## src/rtl/zcpd_pkg.sv

```systemverilog
// ----------------------------------------------------------------------------
// zcpd_pkg: shared types and constants of the zero-crossing pitch detector
// Status codes, sequencer states, divider sizing and the note threshold ladder.
// ----------------------------------------------------------------------------
`default_nettype none

package zcpd_pkg;

  localparam int unsigned SampleW = 8;
  localparam int unsigned CountW  = 12;
  localparam int unsigned RateW   = 16;
  localparam int unsigned NoteW   = 5;
  localparam int unsigned StatusW = 2;
  localparam int unsigned CfgIdxW = 2;
  localparam int unsigned DivCntW = $clog2(RateW);
  localparam int unsigned NumBounds = 16;
  localparam int unsigned BoundW  = 9;

  localparam logic [SampleW-1:0] ZERO_LEVEL = SampleW'(128);

  // Result status codes
  typedef logic [StatusW-1:0] status_t;
  localparam status_t STATUS_NONE    = 2'd0;
  localparam status_t STATUS_PERIOD  = 2'd1;
  localparam status_t STATUS_TIMEOUT = 2'd2;

  // Configuration register indexes
  localparam logic [CfgIdxW-1:0] CFG_MIN_PERIOD  = 2'd0;
  localparam logic [CfgIdxW-1:0] CFG_MAX_PERIOD  = 2'd1;
  localparam logic [CfgIdxW-1:0] CFG_SAMPLE_RATE = 2'd2;

  localparam logic [CountW-1:0] MIN_PERIOD_RST  = 12'd20;
  localparam logic [CountW-1:0] MAX_PERIOD_RST  = 12'd400;
  localparam logic [RateW-1:0]  SAMPLE_RATE_RST = 16'd8000;

  // Sequencer states
  typedef enum logic [1:0] {
    FSM_IDLE,
    FSM_DIV,
    FSM_DONE
  } fsm_e;

  // Outcome of one tracker step
  typedef struct packed {
    status_t             status;
    logic [CountW-1:0]   period;
    logic [SampleW-1:0]  peak;
  } step_t;

  // Lower frequency bound of each note; the last entry is the top of the ladder
  localparam logic [BoundW-1:0] NOTE_BOUND [NumBounds] = '{
    9'd73,  9'd85,  9'd93,  9'd104, 9'd116, 9'd127, 9'd138, 9'd155,
    9'd169, 9'd185, 9'd207, 9'd233, 9'd254, 9'd277, 9'd311, 9'd349
  };

  // Class a frequency into a note, 0 when off the ladder
  function automatic logic [NoteW-1:0] note_of(input logic [RateW-1:0] freq);
    logic [NoteW-1:0] note;
    note = '0;
    for (int i = NumBounds - 1; i >= 1; i--) begin
      if (freq < {{(RateW-BoundW){1'b0}}, NOTE_BOUND[i]}) begin
        note = NoteW'(i);
      end
    end
    if (freq < {{(RateW-BoundW){1'b0}}, NOTE_BOUND[0]}) begin
      note = '0;
    end
    return note;
  endfunction

endpackage

`default_nettype wire

```

## src/rtl/zero_crossing_pitch_detector.sv

```systemverilog
// ----------------------------------------------------------------------------
// zero_crossing_pitch_detector: period, note and peak from offset-128 samples
// Each accepted sample is registered with its tracker outcome; a found period
// then runs the 16-step divider, and the result goes to the output register.
// The input stalls until that result is loaded into the output register.
// A new sample is taken while the previous result still waits downstream.
// Reset: configuration returns to 20/400/8000, tracker state cleared.
// ----------------------------------------------------------------------------
`default_nettype none

module zero_crossing_pitch_detector (
  input  wire logic                           clk_i,
  input  wire logic                           rst_ni,
  input  wire logic                           cfg_we_i,
  input  wire logic [zcpd_pkg::CfgIdxW-1:0]   cfg_idx_i,
  input  wire logic [zcpd_pkg::RateW-1:0]     cfg_data_i,
  input  wire logic                           in_valid_i,
  output logic                                in_stall_o,
  input  wire logic [zcpd_pkg::SampleW-1:0]   sample_i,
  output logic                                out_valid_o,
  input  wire logic                           out_stall_i,
  output logic [zcpd_pkg::StatusW-1:0]        status_o,
  output logic [zcpd_pkg::CountW-1:0]         period_o,
  output logic [zcpd_pkg::NoteW-1:0]          note_o,
  output logic [zcpd_pkg::SampleW-1:0]        peak_amplitude_o
);
  import zcpd_pkg::*;

  logic [CountW-1:0]  min_period_q;
  logic [CountW-1:0]  max_period_q;
  logic [RateW-1:0]   sample_rate_q;

  fsm_e               state_q, state_d;
  logic               in_acc;
  logic               div_start;
  logic               div_done;
  logic               load_out;
  logic [RateW-1:0]   quotient;
  step_t              step;
  step_t              res_q;

  logic               out_valid_q, out_valid_d;
  status_t            status_q;
  logic [CountW-1:0]  period_q;
  logic [NoteW-1:0]   note_q;
  logic [SampleW-1:0] peak_q;

  // Configuration registers
  always_ff @(posedge clk_i or negedge rst_ni) begin
    if (!rst_ni) begin
      min_period_q  <= MIN_PERIOD_RST;
      max_period_q  <= MAX_PERIOD_RST;
      sample_rate_q <= SAMPLE_RATE_RST;
    end else if (cfg_we_i) begin
      case (cfg_idx_i)
        CFG_MIN_PERIOD:  min_period_q  <= cfg_data_i[CountW-1:0];
        CFG_MAX_PERIOD:  max_period_q  <= cfg_data_i[CountW-1:0];
        CFG_SAMPLE_RATE: sample_rate_q <= cfg_data_i;
        default: ;
      endcase
    end
  end

  assign in_acc = in_valid_i && !in_stall_o;

  zcpd_track u_track (
    .clk_i        (clk_i),
    .rst_ni       (rst_ni),
    .step_i       (in_acc),
    .sample_i     (sample_i),
    .min_period_i (min_period_q),
    .max_period_i (max_period_q),
    .step_o       (step)
  );

  zcpd_div u_div (
    .clk_i      (clk_i),
    .rst_ni     (rst_ni),
    .start_i    (div_start),
    .dividend_i (sample_rate_q),
    .divisor_i  (step.period),
    .done_o     (div_done),
    .quotient_o (quotient)
  );

  // Next state
  always_comb begin
    state_d = state_q;
    case (state_q)
      FSM_IDLE: begin
        if (in_acc) begin
          state_d = (step.status == STATUS_PERIOD) ? FSM_DIV : FSM_DONE;
        end
      end
      FSM_DIV: begin
        if (div_done) begin
          state_d = FSM_DONE;
        end
      end
      FSM_DONE: begin
        if (load_out) begin
          state_d = FSM_IDLE;
        end
      end
      default: state_d = FSM_IDLE;
    endcase
  end

  // Sequencer outputs
  always_comb begin
    in_stall_o = 1'b1;
    div_start  = 1'b0;
    load_out   = 1'b0;
    case (state_q)
      FSM_IDLE: begin
        in_stall_o = 1'b0;
        div_start  = in_valid_i && (step.status == STATUS_PERIOD);
      end
      FSM_DIV: ;
      FSM_DONE: begin
        load_out = !out_valid_q || !out_stall_i;
      end
      default: ;
    endcase
  end

  always_ff @(posedge clk_i or negedge rst_ni) begin
    if (!rst_ni) begin
      state_q <= FSM_IDLE;
    end else begin
      state_q <= state_d;
    end
  end

  // Hold the step outcome while the divider runs
  always_ff @(posedge clk_i) begin
    if (in_acc) begin
      res_q <= step;
    end
  end

  // Output register
  always_comb begin
    out_valid_d = out_valid_q;
    if (load_out) begin
      out_valid_d = 1'b1;
    end else if (out_valid_q && !out_stall_i) begin
      out_valid_d = 1'b0;
    end
  end

  always_ff @(posedge clk_i or negedge rst_ni) begin
    if (!rst_ni) begin
      out_valid_q <= 1'b0;
    end else begin
      out_valid_q <= out_valid_d;
    end
  end

  always_ff @(posedge clk_i) begin
    if (load_out) begin
      status_q <= res_q.status;
      period_q <= res_q.period;
      note_q   <= (res_q.status == STATUS_PERIOD) ? note_of(quotient) : '0;
      peak_q   <= res_q.peak;
    end
  end

  assign out_valid_o      = out_valid_q;
  assign status_o         = status_q;
  assign period_o         = period_q;
  assign note_o           = note_q;
  assign peak_amplitude_o = peak_q;

  // Divider finishes only while the sequencer waits for it
  a_div_done_in_div: assert property (@(posedge clk_i) disable iff (!rst_ni)
    div_done |-> state_q == FSM_DIV)
    else $error("divider done outside of divide state");

  // An accepted beat always leaves idle
  a_accept_leaves_idle: assert property (@(posedge clk_i) disable iff (!rst_ni)
    in_acc |=> state_q != FSM_IDLE)
    else $error("sequencer stayed idle after accepting a beat");

  // Period and note are zero unless a valid period is reported
  a_no_period_fields: assert property (@(posedge clk_i) disable iff (!rst_ni)
    (out_valid_o && status_o != STATUS_PERIOD) |-> (period_o == '0 && note_o == '0))
    else $error("period or note set without a valid period");

  // Peak magnitude cannot exceed the offset
  a_peak_range: assert property (@(posedge clk_i) disable iff (!rst_ni)
    out_valid_o |-> peak_amplitude_o <= ZERO_LEVEL)
    else $error("peak magnitude out of range");

endmodule

`default_nettype wire

```

## src/rtl/zcpd_div.sv

```systemverilog
// ----------------------------------------------------------------------------
// zcpd_div: restoring divider, one quotient bit per cycle
// Divides the sample rate by the period; a zero divisor yields all ones.
// ----------------------------------------------------------------------------
`default_nettype none

module zcpd_div (
  input  wire logic                        clk_i,
  input  wire logic                        rst_ni,
  input  wire logic                        start_i,
  input  wire logic [zcpd_pkg::RateW-1:0]  dividend_i,
  input  wire logic [zcpd_pkg::CountW-1:0] divisor_i,
  output logic                             done_o,
  output logic [zcpd_pkg::RateW-1:0]       quotient_o
);
  import zcpd_pkg::*;

  logic                busy_q, busy_d;
  logic [DivCntW-1:0]  cnt_q, cnt_d;
  logic [RateW-1:0]    quo_q, quo_d;
  logic [CountW-1:0]   rem_q, rem_d;
  logic [CountW-1:0]   dvs_q, dvs_d;
  logic [CountW:0]     trial;
  logic                fits;

  // Shift in the next dividend bit and try the subtraction
  assign trial = {rem_q, quo_q[RateW-1]};
  assign fits  = trial >= {1'b0, dvs_q};

  always_comb begin
    busy_d = busy_q;
    cnt_d  = cnt_q;
    quo_d  = quo_q;
    rem_d  = rem_q;
    dvs_d  = dvs_q;
    if (start_i) begin
      busy_d = 1'b1;
      cnt_d  = '0;
      quo_d  = dividend_i;
      rem_d  = '0;
      dvs_d  = divisor_i;
    end else if (busy_q) begin
      quo_d = {quo_q[RateW-2:0], fits};
      rem_d = fits ? CountW'(trial - {1'b0, dvs_q}) : trial[CountW-1:0];
      cnt_d = cnt_q + 1'b1;
      if (cnt_q == DivCntW'(RateW - 1)) begin
        busy_d = 1'b0;
      end
    end
  end

  // Control state
  always_ff @(posedge clk_i or negedge rst_ni) begin
    if (!rst_ni) begin
      busy_q <= 1'b0;
      cnt_q  <= '0;
    end else begin
      busy_q <= busy_d;
      cnt_q  <= cnt_d;
    end
  end

  // Datapath
  always_ff @(posedge clk_i) begin
    quo_q <= quo_d;
    rem_q <= rem_d;
    dvs_q <= dvs_d;
  end

  assign done_o     = busy_q && (cnt_q == DivCntW'(RateW - 1));
  assign quotient_o = quo_q;

endmodule

`default_nettype wire

```

## src/rtl/zcpd_track.sv

```systemverilog
// ----------------------------------------------------------------------------
// zcpd_track: crossing and peak tracker
// Counts samples since the last positive crossing and keeps the peak magnitude.
// ----------------------------------------------------------------------------
`default_nettype none

module zcpd_track (
  input  wire logic                         clk_i,
  input  wire logic                         rst_ni,
  input  wire logic                         step_i,
  input  wire logic [zcpd_pkg::SampleW-1:0] sample_i,
  input  wire logic [zcpd_pkg::CountW-1:0]  min_period_i,
  input  wire logic [zcpd_pkg::CountW-1:0]  max_period_i,
  output zcpd_pkg::step_t                   step_o
);
  import zcpd_pkg::*;

  logic [SampleW-1:0] prev_q, prev_d;
  logic [SampleW-1:0] peak_q, peak_d;
  logic [CountW-1:0]  tick_q, tick_d;
  logic               seen_q, seen_d;
  logic [CountW-1:0]  tick_inc;
  logic [SampleW-1:0] mag;
  logic [SampleW-1:0] peak_base;
  logic               rising;

  assign tick_inc = tick_q + 1'b1;
  assign mag      = (sample_i >= ZERO_LEVEL) ? (sample_i - ZERO_LEVEL)
                                             : (ZERO_LEVEL - sample_i);
  assign rising   = (sample_i >= ZERO_LEVEL) && (prev_q < ZERO_LEVEL);

  // Decide the step outcome and the next tracker state
  always_comb begin
    step_o.status = STATUS_NONE;
    step_o.period = '0;
    tick_d        = tick_inc;
    seen_d        = seen_q;
    peak_base     = peak_q;
    if (tick_inc < min_period_i) begin
      step_o.status = STATUS_NONE;
    end else if (tick_inc >= max_period_i) begin
      step_o.status = STATUS_TIMEOUT;
      tick_d        = '0;
      seen_d        = 1'b0;
      peak_base     = '0;
    end else if (rising) begin
      if (seen_q) begin
        step_o.status = STATUS_PERIOD;
        step_o.period = tick_inc;
      end
      tick_d    = '0;
      seen_d    = 1'b1;
      peak_base = '0;
    end
    peak_d      = (mag > peak_base) ? mag : peak_base;
    prev_d      = sample_i;
    step_o.peak = peak_d;
  end

  // Advance on each accepted beat
  always_ff @(posedge clk_i or negedge rst_ni) begin
    if (!rst_ni) begin
      prev_q <= ZERO_LEVEL;
      peak_q <= '0;
      tick_q <= '0;
      seen_q <= 1'b0;
    end else if (step_i) begin
      prev_q <= prev_d;
      peak_q <= peak_d;
      tick_q <= tick_d;
      seen_q <= seen_d;
    end
  end

endmodule

`default_nettype wire

```

## config.mk

```make
export PLATFORM = sky130hd
export DESIGN_NAME = zero_crossing_pitch_detector
export DESIGN_NICKNAME = d
export VERILOG_FILES = /design/src/rtl/zcpd_pkg.sv /design/src/rtl/zero_crossing_pitch_detector.sv /design/src/rtl/zcpd_div.sv /design/src/rtl/zcpd_track.sv
export SDC_FILE = /design/constraint.sdc
export NUM_CORES = 1
export LEC_CHECK = 0
export BUFFER_PORTS_ARGS = -buffer_cell sky130_fd_sc_hd__buf_2
export CORE_MARGIN = 3
export CORE_UTILIZATION = 40
export CTS_BUF_LIST = sky130_fd_sc_hd__clkbuf_8
export DETAILED_ROUTE_END_ITERATION = 10
export PLACE_DENSITY = 0.56
export SYNTH_ARGS = -nofsm -noshare
export SYNTH_HDL_FRONTEND = slang
export SYNTH_SLANG_ARGS = --single-unit
```

## constraint.sdc

```tcl
create_clock -name clk_i -period 14.3 [get_ports clk_i]
set_input_delay 1.43 -clock clk_i [delete_from_list [all_inputs] [get_ports clk_i]]
set_output_delay 1.43 -clock clk_i [all_outputs]
set_load 0.05 [all_outputs]
```

==> flow_summary_export.csv <==
group,metric,value,unit
status,outcome,"finished clean",
job,drv_cap,0,
critical_path,critPathCaptureType,"flop",
sta,drv_slew,0,
power_and_ir_drop,pwr-share-comb,0.367,
detailed_routing,route.detailed.wl_per_inst,15.8,um
detailed_routing,drcViolationCount,0,
detailed_routing,drt_iter0_markers,305,
cts,cts_made_buffers,17,
sta,hold_viol_final,0,
power_and_ir_drop,ir_drop,0.0617,mV
power_and_ir_drop,p_int,1010,uW
critical_path,arrival,5780,ps
synthesis,ys_ff_latch,158,
synthesis,synth_area,8060,um^2
floorplan,rows,51,
cts,ctsHoldBuffers,0,
finish,nFillCells,1910,
place,postPlaceCellArea,8600,um^2
synthesis,avgSynthCellArea,10.6,um^2
critical_path,critPathKind,"reg -> reg",
global_routing,grt_max_degree,71,
sta,finClkSkew,18.6,ps
sta,setup_viol,0,
detailed_routing,viasPerCell,5.21,
sta,relSlewSlack,0.388,
cts,cts_setup_buffers,0,
global_routing,antenna_found_initial,0,
finish,antenna_cells,0,
floorplan,die_w,148,um
finish,multi_input_area,3410,um^2
power_and_ir_drop,power.leakage,0.00387,uW
cts,clockBufferDepth,2,
cts,cts_tree,"built",
global_routing,grt_usage,0.166,
synthesis,ys_types,65,
finish,final_layout_size_suffix_gt1_frac,0.175,
cts,path_clk_slew,90,ps
global_routing,grt_first_pass_wirelength,29100,um
synthesis,synth_edf_count,76,
finish,syn2layout_area_growth,11.6,%
synthesis,synth-warning-count,0,
detailed_routing,detail-route-antenna-nets,0,
cts,clock_sinks,158,
synthesis,ys.flop_type,"edfxtp_1",
finish,layout.nets,889,
cts,worstSkewPairLatency,460,ps
place,gp_congestion,0.849,
cts,root_buffer,"clkbuf_8",
cts,htreeDepth,4,
sta,setup_tns,0,ps
power_and_ir_drop,switching_share,0.390,
critical_path,crit_path_start_kind,"flop",
sta,fin_crit_sh,0.388,
global_routing,grt_pass1_vias,5787,
synthesis,netlist_instances,757,
detailed_routing,num_vias,5674,
power_and_ir_drop,netSwitchingPower,645,uW
finish,finish.instance_area,9000,um^2
floorplan,die_area,21900,um^2
detailed_routing,firstDrtPassIters,4,
floorplan,start_util,0.410,
critical_path,worst-endpoint-required,14520,ps
sta,finalCriticalPeriod,5550,ps
synthesis,synth_fp_nets,835,
finish,ff_latch_area,4290,um^2
place,portBuffers,58,
synthesis,seq_area_frac_synth,0.532,
floorplan,die_h,148,um
synthesis,synthArstFlopShare,0.443,
sta,grt_setup_unrepaired,"false",
floorplan,core_area,19700,um^2
power_and_ir_drop,p_seq_frac,0.431,
sta,worstMarginPinSlew,918,ps
hold_path,hold_class,"reg -> reg",
detailed_routing,routed_wl,17200,um
power_and_ir_drop,powerDensity,184,nW/um^2
critical_path,critical_path.max_fanout,22,
power_and_ir_drop,power_frac_clock,0.202,
floorplan,io_pins,60,
sta,fmax,180,MHz
cts,ctsResizeCount,0,
place,dp_hpwl,12400,um
global_routing,grt-ovfl-total,0,
-- power by group through the flow --
stage	clock network, uW	registers, uW	logic (uW)
6_report	334	713	607
5_1_grt	364	729	684
4_1_cts	347	713	613
3_5_place_dp	0	722	608
3_3_place_gp	0	718	592
2_1_floorplan	0	769	408
-- layout make-up --
type,count,share of cell area
multi-input cells,508,0.379
well taps,265,0.0369
inverters,62,0.0259
clock inverters,15,0.0181
repair buffers,64,0.0373
clock buffers,17,0.0260
flip-flops and latches,158,0.477
-- cells in the final DEF, fill, tap and decap left out, types with 6 or more instances in the layout --
cell type | netlist | final
a21o_1 | 6 | 6
a21oi_1 | 35 | 34
a22o_1 | 19 | 19
a31oi_1 | 12 | 12
and3_1 | 8 | 8
buf_2 | 9 | 58
buf_4 | 2 | 6
clkbuf_8 | 0 | 17
dfrtp_1 | 58 | 58
dfstp_2 | 12 | 12
dfxtp_1 | 12 | 12
edfxtp_1 | 76 | 76
ha_1 | 46 | 46
inv_1 | 60 | 61
mux2_2 | 30 | 30
mux2i_1 | 9 | 9
nand2_1 | 106 | 106
nand2b_1 | 13 | 13
nand3_1 | 14 | 14
nand4_1 | 8 | 8
nor2_1 | 44 | 44
nor2b_1 | 7 | 7
nor3_1 | 10 | 10
o21ai_0 | 34 | 34
o21ai_1 | 10 | 10
o31ai_1 | 11 | 11
xnor2_1 | 13 | 13
xor2_1 | 11 | 11
-- per-stage QoR --
stage | power [uW] | instances | utilization | hold WS [ps] | setup WS [ps]
2_1_floorplan | 1180 | 757 | - | 400 | 9690
3_3_place_gp | 1310 | 1057 | 0.438 | 409 | 8960
3_5_place_dp | 1330 | 1057 | 0.438 | 408 | 8810
4_1_cts | 1670 | 1089 | 0.458 | 432 | 8760
5_1_grt | 1780 | 1089 | 0.458 | 452 | 8240
6_report | 1650 | 1089 | 0.458 | 431 | 8750
-- cells by family after synthesis --
logic type | count (synthesis) | share of synthesized area
AND/OR/NAND/NOR | 232 | 0.134
AO/OA/AOI/OAI | 165 | 0.134
flip-flops | 158 | 0.532
buffers and inverters | 91 | 0.0456
adder cells (fa/ha/maj) | 47 | 0.0739
multiplexers | 39 | 0.0531
XOR/XNOR | 24 | 0.0261
other | 1 | 0.000465
-- critical path: stages, from the launching register on --
cell and delay [ps]:
dfrtp_1 480, ha_1 260, nand3_1 140, nor2_1 290, nand3_1 130, xor2_1 260
inv_1 110, ha_1 310, o211ai_1 90, a2111o_1 400, a32oi_1 620, o211a_4 440
nand2b_1 150, ha_1 140, nand3_1 100, o22ai_1 130, o21bai_1 80, a21oi_1 640
nor2_1 260, a22o_1 300
-- synthesized netlist by cell type (all sizes together) (3+ instances only) --
master  instances  area share
mux2i           9       0.011
a211o           3      0.0033
o211ai          5      0.0047
o22ai           4      0.0031
a31o            3      0.0033
a22o           19       0.021
nand2b         13       0.010
xnor2          13       0.014
buf            14      0.0098
edfxtp         76        0.28
o211a           3      0.0047
a21o            6      0.0056
nor3           10      0.0062
inv            62       0.029
o21a            4      0.0037
o21ai          44       0.027
nand3          14      0.0087
and3            8      0.0062
nor2           44       0.020
dfxtp          12       0.030
nand2         106       0.049
or2             3      0.0023
o31ai          11       0.010
or3             4      0.0031
a21oi          35       0.022
and2            3      0.0023
a31oi          12      0.0093
a21boi          4      0.0037
nand4           8      0.0062
ha             46       0.071
dfrtp          58        0.18
nor2b           7      0.0054
mux2           30       0.042
clkbuf         15      0.0070
dfstp          12       0.039
xor2           11       0.012
-- flip-flops by register name, indices dropped and copies added, names as in the netlist, 2 cells and up --
name,count
res_q,22
sample_rate_q,16
u_div.quotient_o,16
max_period_q,12
min_period_q,12
period_o,12
u_div.dvs_q,12
u_div.rem_q,12
u_track.tick_q,12
peak_amplitude_o,8
u_track.peak_q,8
note_o,4
u_div.cnt_q,4
state_q,2
status_o,2
-- routing by layer --
metal  up-vias  GRT usage  wire [um]
met5         -          0          0
met4         0     0.0647        360
met3        28     0.0297        560
met2       106      0.267       8120
met1      2747      0.225       8210
li1       2793          -          -
-- final timing paths --
check | slack, ps | from | cells after the start | endpoint
min reg2reg | 430 | res_q[4] | 0 | peak_amplitude_o[4]
max reg2reg | 8750 | u_track.tick_q[0] | 19 | res_q[4]
max | 8750 | u_track.tick_q[0] | 19 | res_q[4]
max in group asynchronous | 12510 | rst_ni | 2 | u_track.tick_q[11]
min | 430 | res_q[4] | 0 | peak_amplitude_o[4]
min in group asynchronous | 1160 | rst_ni | 2 | sample_rate_q[13]
No activity file was read; power rests on OpenSTA's default activity.
